## src/rtl/gem_pkg.sv

```systemverilog
// gem_pkg: widths, register codes, controller states and control structs
// for the gated exponential mean unit. No dependencies.
package gem_pkg;

	localparam int SAMPLE_BITS   = 24;
	localparam int ALPHA_BITS    = 16;
	localparam int MEAN_BITS     = SAMPLE_BITS + ALPHA_BITS;
	localparam int QUANT_BITS    = 23;
	localparam int RECIP_BITS    = 25;
	localparam int RECIP_SHIFT   = 24;
	localparam int MUL_BITS      = 26;
	localparam int PROD_BITS     = 2 * MUL_BITS;
	localparam int CFG_IDX_BITS  = 3;
	localparam int CFG_DATA_BITS = 25;
	localparam int OUT_DATA_BITS = 2 * SAMPLE_BITS;

	localparam logic [ALPHA_BITS-1:0] ALPHA_RESET   = ALPHA_BITS'(62259);
	localparam logic [QUANT_BITS-1:0] QUANT_RESET   = QUANT_BITS'(26);
	localparam logic [RECIP_BITS-1:0] RECIP_RESET   = RECIP_BITS'(645278);

	typedef enum logic [CFG_IDX_BITS-1:0] {
		CFG_ALPHA = 3'd0,
		CFG_LOWER = 3'd1,
		CFG_UPPER = 3'd2,
		CFG_QUANT = 3'd3,
		CFG_RECIP = 3'd4
	} cfg_reg_t;

	typedef struct packed {
		logic        [ALPHA_BITS-1:0]  alpha;
		logic signed [SAMPLE_BITS-1:0] lower;
		logic signed [SAMPLE_BITS-1:0] upper;
		logic        [QUANT_BITS-1:0]  quantum;
		logic        [RECIP_BITS-1:0]  recip;
	} cfg_regs_t;

	typedef enum logic [3:0] {
		ST_IDLE,
		ST_U1,
		ST_U2,
		ST_U3,
		ST_U4,
		ST_R1,
		ST_R2,
		ST_R3,
		ST_R4,
		ST_DONE
	} state_t;

	typedef enum logic [2:0] {
		MUL_LF_ALPHA  = 3'd0,
		MUL_HI_ALPHA  = 3'd1,
		MUL_SB_W      = 3'd2,
		MUL_LF_RECIP  = 3'd3,
		MUL_RAW_RECIP = 3'd4,
		MUL_K_QUANT   = 3'd5
	} mul_sel_t;

	typedef enum logic [1:0] {
		ACC_HOLD = 2'd0,
		ACC_RND  = 2'd1,
		ACC_CH   = 2'd2,
		ACC_ADD  = 2'd3
	} acc_op_t;

	typedef struct packed {
		logic     load_in;
		logic     seed;
		mul_sel_t mul_sel;
		logic     mul_en;
		acc_op_t  acc_op;
		logic     mean_upd;
		logic     out_load;
	} dp_cmd_t;

	typedef struct packed {
		logic gate_ok;
		logic func;
		logic fresh;
		logic out_stall;
	} dp_status_t;

endpackage

```

## src/rtl/gem_cfg.sv

```systemverilog
// gem_cfg: configuration register file, written through the cfg channel.
// Depends on gem_pkg.
module gem_cfg (
	input  logic                               clk,
	input  logic                               arst_n,
	input  logic                               wr_en,
	input  logic [gem_pkg::CFG_IDX_BITS-1:0]   wr_index,
	input  logic [gem_pkg::CFG_DATA_BITS-1:0]  wr_data,
	output gem_pkg::cfg_regs_t                 regs
);
	import gem_pkg::*;

	cfg_regs_t regs_q;

	always_ff @(posedge clk or negedge arst_n) begin
		if (!arst_n) begin
			regs_q.alpha   <= ALPHA_RESET;
			regs_q.lower   <= '0;
			regs_q.upper   <= '0;
			regs_q.quantum <= QUANT_RESET;
			regs_q.recip   <= RECIP_RESET;
		end else if (wr_en) begin
			unique case (wr_index)
				CFG_ALPHA: regs_q.alpha   <= wr_data[ALPHA_BITS-1:0];
				CFG_LOWER: regs_q.lower   <= wr_data[SAMPLE_BITS-1:0];
				CFG_UPPER: regs_q.upper   <= wr_data[SAMPLE_BITS-1:0];
				CFG_QUANT: regs_q.quantum <= wr_data[QUANT_BITS-1:0];
				CFG_RECIP: regs_q.recip   <= wr_data[RECIP_BITS-1:0];
				default: ;
			endcase
		end
	end

	assign regs = regs_q;

endmodule

```

## config.mk

```make
export PLATFORM = sky130hd
export DESIGN_NAME = gem_cfg
export DESIGN_NICKNAME = d
export VERILOG_FILES = /design/src/rtl/gem_pkg.sv /design/src/rtl/gem_cfg.sv
export SDC_FILE = /design/constraint.sdc
export NUM_CORES = 1
export LEC_CHECK = 0
export BUFFER_PORTS_ARGS = -buffer_cell sky130_fd_sc_hd__buf_2
export CAP_MARGIN = 0
export CORE_AREA = 5 5 96 98
export CTS_BUF_LIST = sky130_fd_sc_hd__clkbuf_8 sky130_fd_sc_hd__clkbuf_16
export CTS_CLUSTER_DIAMETER = 150
export DETAILED_ROUTE_END_ITERATION = 8
export DIE_AREA = 0 0 101 103
export GPL_TIMING_DRIVEN = 1
export PLACE_DENSITY = 0.83
export RECOVER_POWER = 100
export SETUP_SLACK_MARGIN = 0.15
export SYNTH_ARGS = -nofsm -noshare
export SYNTH_HDL_FRONTEND = slang
export SYNTH_SLANG_ARGS = --single-unit
```

## constraint.sdc

```tcl
create_clock -name clk -period 2.06 [get_ports clk]
set_input_delay 0.309 -clock clk [delete_from_list [all_inputs] [get_ports clk]]
set_output_delay 0.309 -clock clk [all_outputs]
set_load 0.01 [all_outputs]
```

==> impl_metrics.ini <==
[detailed_routing]
drt_first_pass_iters = 4
route.detailed.drc = 0
ant_nets = 0
drtIter0Drc = 41
vias = 2580
vias_per_cell = 5.12
wirelength_um = 9270
wl_per_cell_um = 18.4

[sta]
fin_crit_ns = 1.65
hold_ws_ns = 0.181
tns_ns = 0
rsz0062_at_grt = no
tightest_slew_ns = 1.47
timing.final.crit_share_pct = 79.9
fin_skew_ns = 0
fmax_mhz = 607
finalHoldViolations = 0
slew-limit-headroom_pct = 2.14
final-setup-viol-count = 0
fin_ws_ns = 0.414
slew_violations = 0

[cells_and_area]
area_delta_synth_final_pct = 18.5
final_cells = 504
drive_gt1_share_pct = 46.0
largest_reg_flops = 112
antenna_cells = 0
fillers = 709
fin_nets = 422

[logic_synthesis]
synth.area.top_cells = dfrtp_1, mux2_2, dfstp_2
yosysWarnings = 0
synth_nets = 272
synthTopCellsByCount = mux2_2, dfrtp_1, dfstp_2, buf_6, mux2_4
syn_area_per_cell_um2 = 17.9
netlist_area_um2 = 4320
synth-edff-count = 0
ys.flop_type = dfrtp_1
synth_top_cell_by_area = dfrtp_1
yosysTopAreaCellShare_pct = 51.0
async_reset_ff_share_pct = 100
syn_inst = 241
yosys_register_bits = 112
yosysSeqAreaShare_pct = 65.6
synth.most_common_cell = mux2_2
synth_cell_type_count = 10

[floorplan]
io_pins = 143
die_area_um2 = 10400
initial_utilization_pct = 51.6
core-area_um2 = 8380
fp.dieH_um = 103
fp.dieW_um = 101
num_rows = 34

[grt]
grt_pass1_vias = 2832
grt-ovfl-total = 0
antenna_found_initial = 0
grtUsageTotal_pct = 18.8
grt_pass1_wl_um = 15000
grt_max_degree = 113

[pwr]
ir_drop_mv = 0.631
power_frac_comb_pct = 23.2
switchingPower_w = 0.00166
cellLeakagePower_nw = 2.17
p_sw_share_pct = 30.3
seq_power_share_pct = 54.9
cellInternalPower_w = 0.00382
power_w = 0.00547
powerDensity_nw_per_um2 = 1070
clkPwrFrac_pct = 21.9

[setup_path]
crit_type = in -> reg
cp_cell_sequence = buf_2, nor4b_4, clkbuf_1, mux2_2
setup.worst_path.end_class = flip-flop
cp_max_fo = 16
slowest_delay_ns = 0.76
start_kind = primary input
crit_arrival_ns = 1.89
slowest_stage = clkbuf_1
worst_ep_required_time_ns = 2.30

[place]
numPortBuffers = 142
dp_slack_ns = 0.554
place_congestion = 0.694
place_inst = 488
dpl.hpwl_um = 6540

[clock_network]
path_clk_slew_ns = 0.10
ctsRootBufferMaster = clkbuf_8
cts_hold_buf = 0
cts_buffer_depth = 2
worstSkewPairLatency_ns = 0.36
cts_tree = yes
cts_setup_buffers = 0
cts_buffers = 9
htreeDepth = 3
cts_resized = 0
cts.sinks = 112

[run]
cap_viol_max_count = 0

[min_path]
hold_path_class = in -> reg

[outcome]
status = finished clean
-- kinds of logic after synthesis --
family	Yosys count	share of synthesized area [%]
mux	112	29.8
flops	112	65.6
simple gates	5	1.62
buf+inv	12	3.01
-- final cells by class --
type | count | area, um2 | share of cell area [%]
clock inverter | 6 | 46.3 | 0.904
clock buffer | 10 | 138 | 2.69
tap | 108 | 135 | 2.64
multi-input combinational | 117 | 1350 | 26.3
timing repair buffer | 151 | 622 | 12.1
sequential | 112 | 2830 | 55.3
-- per-layer routing --
layer / global-route usage (%) / wire, um
met1: 22.8 / 3800
met2: 32.3 / 4530
met3: 5.82 / 822
met4: 6.13 / 113
met5: 0 / 0
-- worst paths after layout --
kind	slack, ns	start	cells past startpoint	endpoint
max	0.41	wr_index[0]	4	regs[98]
min	0.18	wr_data[24]	2	regs[24]
max reg2reg	1.22	regs[25]	1	regs[25]
min reg2reg	0.50	regs[61]	1	regs[61]
max in group asynchronous	0.72	arst_n	2	regs[8]
min in group asynchronous	0.38	arst_n	2	regs[43]
-- worst max-delay path, delay by kind of cell --
kind,cells,cell delay [ns]
and+or+nand+nor,1,0.26
muxes,1,0.42
buffers and inverters,2,0.90
-- through the flow --
step | cell area [um2] | util (%)
finish | 5120 | 61.1
global route | 5120 | 61.1
CTS | 5300 | 63.3
detailed placement | 5120 | 61.1
global placement | 5120 | 61.1
floorplan | 4320 | -
-- power groups by stage --
| stage | registers [W] | clock network [W] | logic, W |
|---|---|---|---|
| floorplan | 0.00327 | 0 | 0.000487 |
| finish | 0.00301 | 0.00120 | 0.00127 |
| global route | 0.00307 | 0.00135 | 0.00140 |
| detailed placement | 0.00305 | 0 | 0.00144 |
| global placement | 0.00302 | 0 | 0.00140 |
| CTS | 0.00301 | 0.00124 | 0.00144 |
-- cell usage in the layout, fill, tap and decap left out, drive strengths merged --
cell type	count
mux2	112
clkinvlp	1
nor4b	1
dfstp	24
nand4b	1
and4bb	3
inv	1
buf	37
clkinv	4
clkbuf	124
dfrtp	88
(Power assumes the default switching activity.)
