`src/rtl/gem_pkg.sv`:
```
// gem_pkg: widths, register codes, controller states and control structs
// for the gated exponential mean unit. No dependencies.
package gem_pkg;

	localparam int SAMPLE_BITS   = 24;
	localparam int ALPHA_BITS    = 16;
	localparam int MEAN_BITS     = SAMPLE_BITS + ALPHA_BITS;
	localparam int QUANT_BITS    = 23;
	localparam int RECIP_BITS    = 25;
	localparam int RECIP_SHIFT   = 24;
	localparam int MUL_BITS      = 26;
	localparam int PROD_BITS     = 2 * MUL_BITS;
	localparam int CFG_IDX_BITS  = 3;
	localparam int CFG_DATA_BITS = 25;
	localparam int OUT_DATA_BITS = 2 * SAMPLE_BITS;

	localparam logic [ALPHA_BITS-1:0] ALPHA_RESET   = ALPHA_BITS'(62259);
	localparam logic [QUANT_BITS-1:0] QUANT_RESET   = QUANT_BITS'(26);
	localparam logic [RECIP_BITS-1:0] RECIP_RESET   = RECIP_BITS'(645278);

	typedef enum logic [CFG_IDX_BITS-1:0] {
		CFG_ALPHA = 3'd0,
		CFG_LOWER = 3'd1,
		CFG_UPPER = 3'd2,
		CFG_QUANT = 3'd3,
		CFG_RECIP = 3'd4
	} cfg_reg_t;

	typedef struct packed {
		logic        [ALPHA_BITS-1:0]  alpha;
		logic signed [SAMPLE_BITS-1:0] lower;
		logic signed [SAMPLE_BITS-1:0] upper;
		logic        [QUANT_BITS-1:0]  quantum;
		logic        [RECIP_BITS-1:0]  recip;
	} cfg_regs_t;

	typedef enum logic [3:0] {
		ST_IDLE,
		ST_U1,
		ST_U2,
		ST_U3,
		ST_U4,
		ST_R1,
		ST_R2,
		ST_R3,
		ST_R4,
		ST_DONE
	} state_t;

	typedef enum logic [2:0] {
		MUL_LF_ALPHA  = 3'd0,
		MUL_HI_ALPHA  = 3'd1,
		MUL_SB_W      = 3'd2,
		MUL_LF_RECIP  = 3'd3,
		MUL_RAW_RECIP = 3'd4,
		MUL_K_QUANT   = 3'd5
	} mul_sel_t;

	typedef enum logic [1:0] {
		ACC_HOLD = 2'd0,
		ACC_RND  = 2'd1,
		ACC_CH   = 2'd2,
		ACC_ADD  = 2'd3
	} acc_op_t;

	typedef struct packed {
		logic     load_in;
		logic     seed;
		mul_sel_t mul_sel;
		logic     mul_en;
		acc_op_t  acc_op;
		logic     mean_upd;
		logic     out_load;
	} dp_cmd_t;

	typedef struct packed {
		logic gate_ok;
		logic func;
		logic fresh;
		logic out_stall;
	} dp_status_t;

endpackage

```
`src/rtl/gem_ctrl.sv`:
```
// gem_ctrl: sequencer for the update and rounding steps of the datapath.
// Depends on gem_pkg.
module gem_ctrl (
	input  logic                clk,
	input  logic                arst_n,
	input  logic                in_valid,
	output logic                in_ready,
	input  gem_pkg::dp_status_t status,
	output gem_pkg::dp_cmd_t    cmd
);
	import gem_pkg::*;

	state_t state_q;
	state_t state_nxt;

	always_ff @(posedge clk or negedge arst_n) begin
		if (!arst_n) begin
			state_q <= ST_IDLE;
		end else begin
			state_q <= state_nxt;
		end
	end

	always_comb begin
		state_nxt = state_q;
		cmd       = '0;
		in_ready  = 1'b0;
		unique case (state_q)
			ST_IDLE: begin
				in_ready = 1'b1;
				if (in_valid) begin
					cmd.load_in = 1'b1;
					if (status.func || (status.gate_ok && status.fresh)) begin
						cmd.seed  = 1'b1;
						state_nxt = ST_R1;
					end else if (!status.gate_ok) begin
						state_nxt = ST_R1;
					end else begin
						state_nxt = ST_U1;
					end
				end
			end
			ST_U1: begin
				cmd.mul_sel = MUL_LF_ALPHA;
				cmd.mul_en  = 1'b1;
				state_nxt   = ST_U2;
			end
			ST_U2: begin
				cmd.mul_sel = MUL_HI_ALPHA;
				cmd.mul_en  = 1'b1;
				cmd.acc_op  = ACC_RND;
				state_nxt   = ST_U3;
			end
			ST_U3: begin
				cmd.mul_sel = MUL_SB_W;
				cmd.mul_en  = 1'b1;
				cmd.acc_op  = ACC_ADD;
				state_nxt   = ST_U4;
			end
			ST_U4: begin
				cmd.mean_upd = 1'b1;
				state_nxt    = ST_R1;
			end
			ST_R1: begin
				cmd.mul_sel = MUL_LF_RECIP;
				cmd.mul_en  = 1'b1;
				state_nxt   = ST_R2;
			end
			ST_R2: begin
				cmd.mul_sel = MUL_RAW_RECIP;
				cmd.mul_en  = 1'b1;
				cmd.acc_op  = ACC_CH;
				state_nxt   = ST_R3;
			end
			ST_R3: begin
				cmd.acc_op = ACC_ADD;
				state_nxt  = ST_R4;
			end
			ST_R4: begin
				cmd.mul_sel = MUL_K_QUANT;
				cmd.mul_en  = 1'b1;
				state_nxt   = ST_DONE;
			end
			ST_DONE: begin
				if (!status.out_stall) begin
					cmd.out_load = 1'b1;
					state_nxt    = ST_IDLE;
				end
			end
			default: state_nxt = ST_IDLE;
		endcase
	end

endmodule

```
`config.mk`:
```
export PLATFORM = sky130hd
export DESIGN_NAME = gem_ctrl
export DESIGN_NICKNAME = d
export VERILOG_FILES = /design/src/rtl/gem_pkg.sv /design/src/rtl/gem_ctrl.sv
export SDC_FILE = /design/constraint.sdc
export NUM_CORES = 1
export LEC_CHECK = 0
export ABC_CLOCK_PERIOD_IN_PS = 2500
export BUFFER_PORTS_ARGS = -buffer_cell sky130_fd_sc_hd__buf_2
export CAP_MARGIN = 20
export CORE_AREA = 2 2 39 41
export DETAILED_ROUTE_END_ITERATION = 16
export DIE_AREA = 0 0 41 43
export PLACE_DENSITY = 0.5
export SETUP_SLACK_MARGIN = 0.05
export SYNTH_ARGS = -nofsm -noshare
export SYNTH_HDL_FRONTEND = slang
export SYNTH_SLANG_ARGS = --single-unit
```
`constraint.sdc`:
```
create_clock -name clk -period 2.5 [get_ports clk]
set_input_delay 0.5 -clock clk [delete_from_list [all_inputs] [get_ports clk]]
set_output_delay 0.5 -clock clk [all_outputs]
set_load 0.02 [all_outputs]
```
==> results by group, run 1 <==
Layout
  – Most flops, register: state_q
  – Area Overhead vs Synth: 30.8%
  – Fill count: 155
  – Max reg flops: 4
  – Regs by FF count: state_q: 4 flops
  – Share of cells above drive strength 1: 0.323
  – Fin nets: 74
  – Inserted Diodes: 0

Place
  – Number of buffers added on ports: 17
  – GPL Wtd Cong: 0.728
  – HPWL Detailed: 650 um

CTS
  – Setup bufs post-CTS: 0
  – CTS-repair resized insts: 0
  – CTS clock-pin slew for the worst setup and hold paths: 40 ps
  – CTS Buf Count: 3
  – CTS Hold Bufs: 0
  – CTS Buffer Depth: 2
  – Number of H-tree levels: 1
  – CTS tree: built
  – Clock Latency Late Sink: between 200 and 250 ps
  – Clock sinks: 4
  – CTS root buffer: clkbuf_4

Power
  – PwrDens: 1610 nW/um2
  – Peak supply drop: 0.000576 V
  – Lkg Pwr: about 0.23 nW

Timing
  – Post-route minimum period: ~2000 ps
  – Max-slew violations: 0
  – TNS Setup: 0 ps
  – Post-route clock skew: 3.36 ps
  – Max Freq: roughly 490 MHz
  – Final period utilization: 0.820
  – Slew of the pin with the lowest slew margin: 472 ps
  – RSZ-0062 raised after global routing: false
  – Final hold viol count: 0
  – Slew HR: 0.685
  – Min Hold Slack: 63.4 ps
  – Final setup vio count: 0

Synth
  – Synth Area in Simple Gates: 0.323
  – Mapped Area: 349 um2
  – Complex-gate fraction of the synthesized area: 0.240
  – Total nets after synthesis: 56
  – Unique masters post-synth: 21
  – Synth warnings: 0
  – Area share of fa/ha/maj cells after synthesis: 0
  – Synthesized flop and latch total: 4
  – Sequential fraction of the synthesis area: 0.287
  – Post-Synth XOR/XNOR Area: 0.0502
  – Mux cell area share after synthesis: 0
  – Syn Area/Cell: 7.12 um2
  – Post-synthesis cell count: 49
  – Combinational family with the most area after synthesis: simple AND/OR/NAND/NOR gates

Setup path
  – R2R depth: 3
  – CP required: 2000 ps
  – Arrival @ worst endpoint: 1550 ps
  – Critical-path maximum fanout: 15
  – Crit start category: register
  – Critical Path Sink Type: output port
  – Setup CP Type: reg2out
  – Reg2reg setup slack: 1140 ps

GRT
  – Largest net degree at the start of global routing: 16
  – Initial antenna violation count: 0
  – Total grt overflow: 0
  – Overall Global Routing Usage: 0.108
  – Vias in the first global route: 345
  – First-pass GRT wire length: around 1300 um

Die
  – Die footprint: 1760 um2
  – Initial core utilization: 0.252
  – DIE WIDTH: slightly above 40 um
  – Row Count: 14
  – CORE AREA: between 1000 and 1500 um2
  – Die height: roughly 43 um
  – Ports: 18

Detailed routing
  – Via count: ~410
  – Post-DR wirelength/cell: 10.7 um
  – Iter 0 DRT Violations: 6
  – Drt via density: 5.07
  – Routed WL: about 860 um
  – Post-route ant nets: 0
  – Drt pass-1 iters: 4
  – DR DRC count: 0

Hold path
  – Worst hold-check path type: in2async

Flow run
  – Max-cap violations: 0

Status
  – Outcome: finished clean
layer usage:
layer | GRT usage | vias to the layer above | share of wire
met4 | 0.0400 | 0 | 0
met1 | 0.113 | 187 | 0.45
met3 | 0.0628 | 0 | 0.084
met5 | 0 | - | 0
met2 | 0.169 | 18 | 0.47
li1 | - | 206 | -
cell type report:
cell class / instances / area [um2] / area share
clock buffer: 3 / 22.5 / 0.0493
inverter: 4 / 15.0 / 0.0329
multi-input combinational: 37 / 214 / 0.468
sequential: 4 / 100 / 0.219
tap: 16 / 20.0 / 0.0438
timing repair buffer: 17 / 85.1 / 0.186
cell families after synthesis:
group / count (synthesis)
xor+xnor: 2
compound gates: 13
flops: 4
buf+inv: 8
simple gates: 22
cells in the mapped netlist:
cell	instances	share of area
nand2_1	6	0.065
nor2_1	5	0.054
a21oi_1	4	0.057
buf_2	4	0.057
dfrtp_1	4	0.29
inv_1	4	0.043
nand2b_1	3	0.054
nor3_1	3	0.043
o21ai_0	3	0.043
o32ai_1	2	0.050
a31oi_1	1	0.018
and2_1	1	0.018
nand3_1	1	0.014
nor2b_1	1	0.018
nor4_2	1	0.036
o21bai_1	1	0.022
o22a_1	1	0.025
o311ai_0	1	0.025
or4_1	1	0.022
xnor2_1	1	0.025
xor2_1	1	0.025
placed cells by master, fill, tap and decap left out:
| cell type | n |
|---|---|
| xor2_1 | 1 |
| o32ai_1 | 2 |
| nand2b_1 | 3 |
| dfrtp_1 | 4 |
| nand2_1 | 6 |
| inv_1 | 4 |
| nor3_1 | 3 |
| nor2_1 | 5 |
| or4_1 | 1 |
| nand3_1 | 1 |
| nor2b_1 | 1 |
| and2_1 | 1 |
| nor4_2 | 1 |
| buf_2 | 17 |
| a31oi_1 | 1 |
| o22a_1 | 1 |
| o21ai_0 | 3 |
| o311ai_0 | 1 |
| xnor2_1 | 1 |
| a21oi_1 | 4 |
| clkbuf_4 | 3 |
| o21bai_1 | 1 |
worst max-delay path: stages (launching register included):
cell     delay, ps
dfrtp_1        540
nor4_2         330
and2_1         170
nor2b_1        110
buf_2          160
stage by stage:
stage / power, mW / std cells / util / setup slack [ps] / cell area (um2)
after global placement: 0.662 / 78 / 0.314 / 720 / 434
after CTS: 0.744 / 81 / 0.330 / 419 / 457
final: 0.735 / 81 / 0.330 / 451 / 457
after floorplan: 0.538 / 49 / - / 352 / 349
after global routing: 0.795 / 81 / 0.330 / 323 / 457
after detailed placement: 0.659 / 78 / 0.314 / 673 / 434
worst paths after layout:
| kind | startpoint | endpoint |
|---|---|---|
| max | state_q[1] | cmd[8] |
| min | arst_n | state_q[0] |
| max reg2reg | state_q[1] | state_q[0] |
| min reg2reg | state_q[3] | state_q[1] |
| max in group asynchronous | arst_n | state_q[1] |
| min in group clk | status[0] | state_q[0] |
where the power goes:
group / internal (mW) / leakage (nW) / switching (mW) / total, mW
Combinational: 0.180 / 0.167 / 0.271 / 0.451
Sequential: 0.0975 / 0.0494 / 0.108 / 0.206
Clock: 0.0536 / 0.0138 / 0.0245 / 0.0780
Power figures use the tool's default switching activity.
==> run 2: changes to the inputs <==
Settings changed: ABC_CLOCK_PERIOD_IN_PS 2500 to 1800, PLACE_DENSITY 0.5 to 0.52.
Clock period 2.5 ns to 1.8 ns, I/O delays scaled along.
==> results by group, run 2 (same netlist as run 1, synthesis figures left out) <==
Die
  – Die footprint: 1760 um2 (unchanged)
  – Initial core utilization: 0.252 (unchanged)
  – Row Count: 14 (unchanged)
  – DIE WIDTH: 41 um (unchanged)
  – Die height: 43 um (unchanged)
  – Ports: 18 (unchanged)
  – CORE AREA: 1380 um2 (unchanged)

Detailed routing
  – DR DRC count: 0 (unchanged)
  – Drt via density: 4.91 (-3.2%)
  – Drt pass-1 iters: 6 (+2)
  – Post-route ant nets: 0 (unchanged)
  – Iter 0 DRT Violations: 7 (+1)
  – Via count: 457 (+11%)
  – Routed WL: 1000 um (+16%)
  – Post-DR wirelength/cell: 10.8 um (+1.0%)

GRT
  – Overall Global Routing Usage: 0.124 (+0.0160)
  – Vias in the first global route: 368 (+6.7%)
  – Largest net degree at the start of global routing: 11 (-5)
  – Total grt overflow: 0 (unchanged)
  – Initial antenna violation count: 0 (unchanged)
  – First-pass GRT wire length: 1430 um (+13%)

Layout
  – Post-route insts no fill: 93 (+15%)
  – Seq. cell area: 105 um2 (+5.0%)
  – Most frequent cells in the layout: buf_2 (15), buf_4 (9), nand2_1 (6)
  – Share of cells above drive strength 1: 0.506 (+0.183)
  – Area Overhead vs Synth: 70.6%
  – Commonest non-fill, non-tap cell in the layout: buf_2
  – Most flops, register: state_q
  – Area of the multi-input gates: 243 um2 (+13%)
  – Regs by FF count: state_q: 4 flops
  – Max reg flops: 4 (unchanged)
  – Fin nets: 86 (+16%)
  – Inserted Diodes: 0 (unchanged)
  – Fill count: 154 (-0.65%)

Timing
  – Final worst slack: 64.6 ps (-386 ps)
  – Max Freq: approximately 580 MHz
  – Final hold viol count: 0 (unchanged)
  – Slew HR: 0.739 (+0.0538)
  – Post-route minimum period: about 1700 ps
  – Max-slew violations: 0 (unchanged)
  – Slew of the pin with the lowest slew margin: 387 ps (-85.6 ps)
  – Final period utilization: 0.964
  – RSZ-0062 raised after global routing: true
  – Final setup vio count: 0 (unchanged)
  – Post-route clock skew: 3.19 ps (-0.173 ps)

Setup path
  – Critical Path Sink Type: output port
  – Arrival @ worst endpoint: 1380 ps (-170 ps)
  – Reg2reg setup slack: 310 ps (-830 ps)
  – Slowest cell on crit path: dfrtp_2
  – R2r startpoint: state_q[1]
  – CP required: 1440 ps (-560 ps)
  – Setup CP Type: reg2out
  – CP peak stage delay: 460 ps (-80 ps)
  – Critical path startpoint: state_q[2]
  – Critical-path maximum fanout: 8 (-7)
  – Crit start category: register
  – CP cell instances: nor4_4 -> and2_4 -> nor2b_4 -> buf_6

Place
  – Placed cells: 79 (+1.3%)
  – HPWL Detailed: 682 um (+5.0%)
  – GPL Wtd Cong: 0.764 (+4.9%)
  – Number of buffers added on ports: 17 (unchanged)
  – Dpl ws: 177 ps (-496 ps)

CTS
  – CTS tree: built
  – CTS clock-pin slew for the worst setup and hold paths: 40 ps (about the same)
  – CTS Buffer Depth: 2 (unchanged)
  – CTS Buf Count: 3 (unchanged)
  – Clock Latency Late Sink: 230 ps (about the same)
  – CTS root buffer: clkbuf_4
  – Number of H-tree levels: 1 (unchanged)
  – Clock sinks: 4 (unchanged)

Power
  – PwrDens: 2180 nW/um2 (+35%)
  – Lkg Pwr: 0.289 nW (+26%)
  – Peak supply drop: 0.000825 V (+43%)
  – Final Power: 1.30 mW (+77%)

Hold path
  – Worst hold-check path type: in2reg
  – Hold_sp: status[0]

Flow run
  – Max-cap violations: 0 (unchanged)

Status
  – Outcome: finished clean
[run 2: final cells by class]
| class | count | area share |
|---|---|---|
| Multi-Input combinational cell | 37 | 0.408 |
| Tap cell | 16 | 0.0336 |
| Timing Repair Buffer | 29 | 0.319 |
| Sequential cell | 4 | 0.176 |
| Inverter | 4 | 0.0252 |
| Clock buffer | 3 | 0.0378 |
[run 2: final timing paths]
kind,cells past startpoint,end
min reg2reg,2,state_q[0]
min in group asynchronous,2,state_q[3]
max reg2reg,5,state_q[0]
max in group asynchronous,2,state_q[1]
min,3,state_q[0]
max,4,cmd[8]
[run 2: power breakdown]
group | leakage [nW] | internal, mW | switching (mW) | total, mW
Clock | 0.0138 | 0.0744 | 0.0338 | 0.108
Sequential | 0.0447 | 0.146 | 0.103 | 0.250
Combinational | 0.230 | 0.446 | 0.495 | 0.940
[run 2: critical path: cells and delay by family (launching register included)]
kind | cells | cell delay (ps)
buf+inv | 1 | 110
flops | 1 | 460
simple gates | 3 | 580
[run 2: metrics by stage]
step / util / hold WS (ps) / instance area [um2] / TNS [ps]
after floorplan: - / 64.4 / 362 / 0
after global placement: 0.328 / 167 / 454 / 0
after detailed placement: 0.328 / 171 / 454 / 0
after CTS: 0.391 / 413 / 541 / 0
after global routing: 0.430 / 419 / 596 / -69.0
final: 0.430 / 417 / 596 / 0
[run 2: routing by layer]
layer	global-route usage	routed length, um
met4	0.0600	0
met2	0.188	514
met3	0.0628	65
met5	0	0
met1	0.135	422
[run 2: timing repair]
item / 4_1_cts / 5_1_grt
endpoints found under the hold margin: 4 / 0
pin swaps: 0 / 2
resized for setup: 6 / 9
setup buffers: 7 / 3
gates cloned: 0 / 0
hold buffers: 1 / 0
setup endpoints to repair: 6 / 4
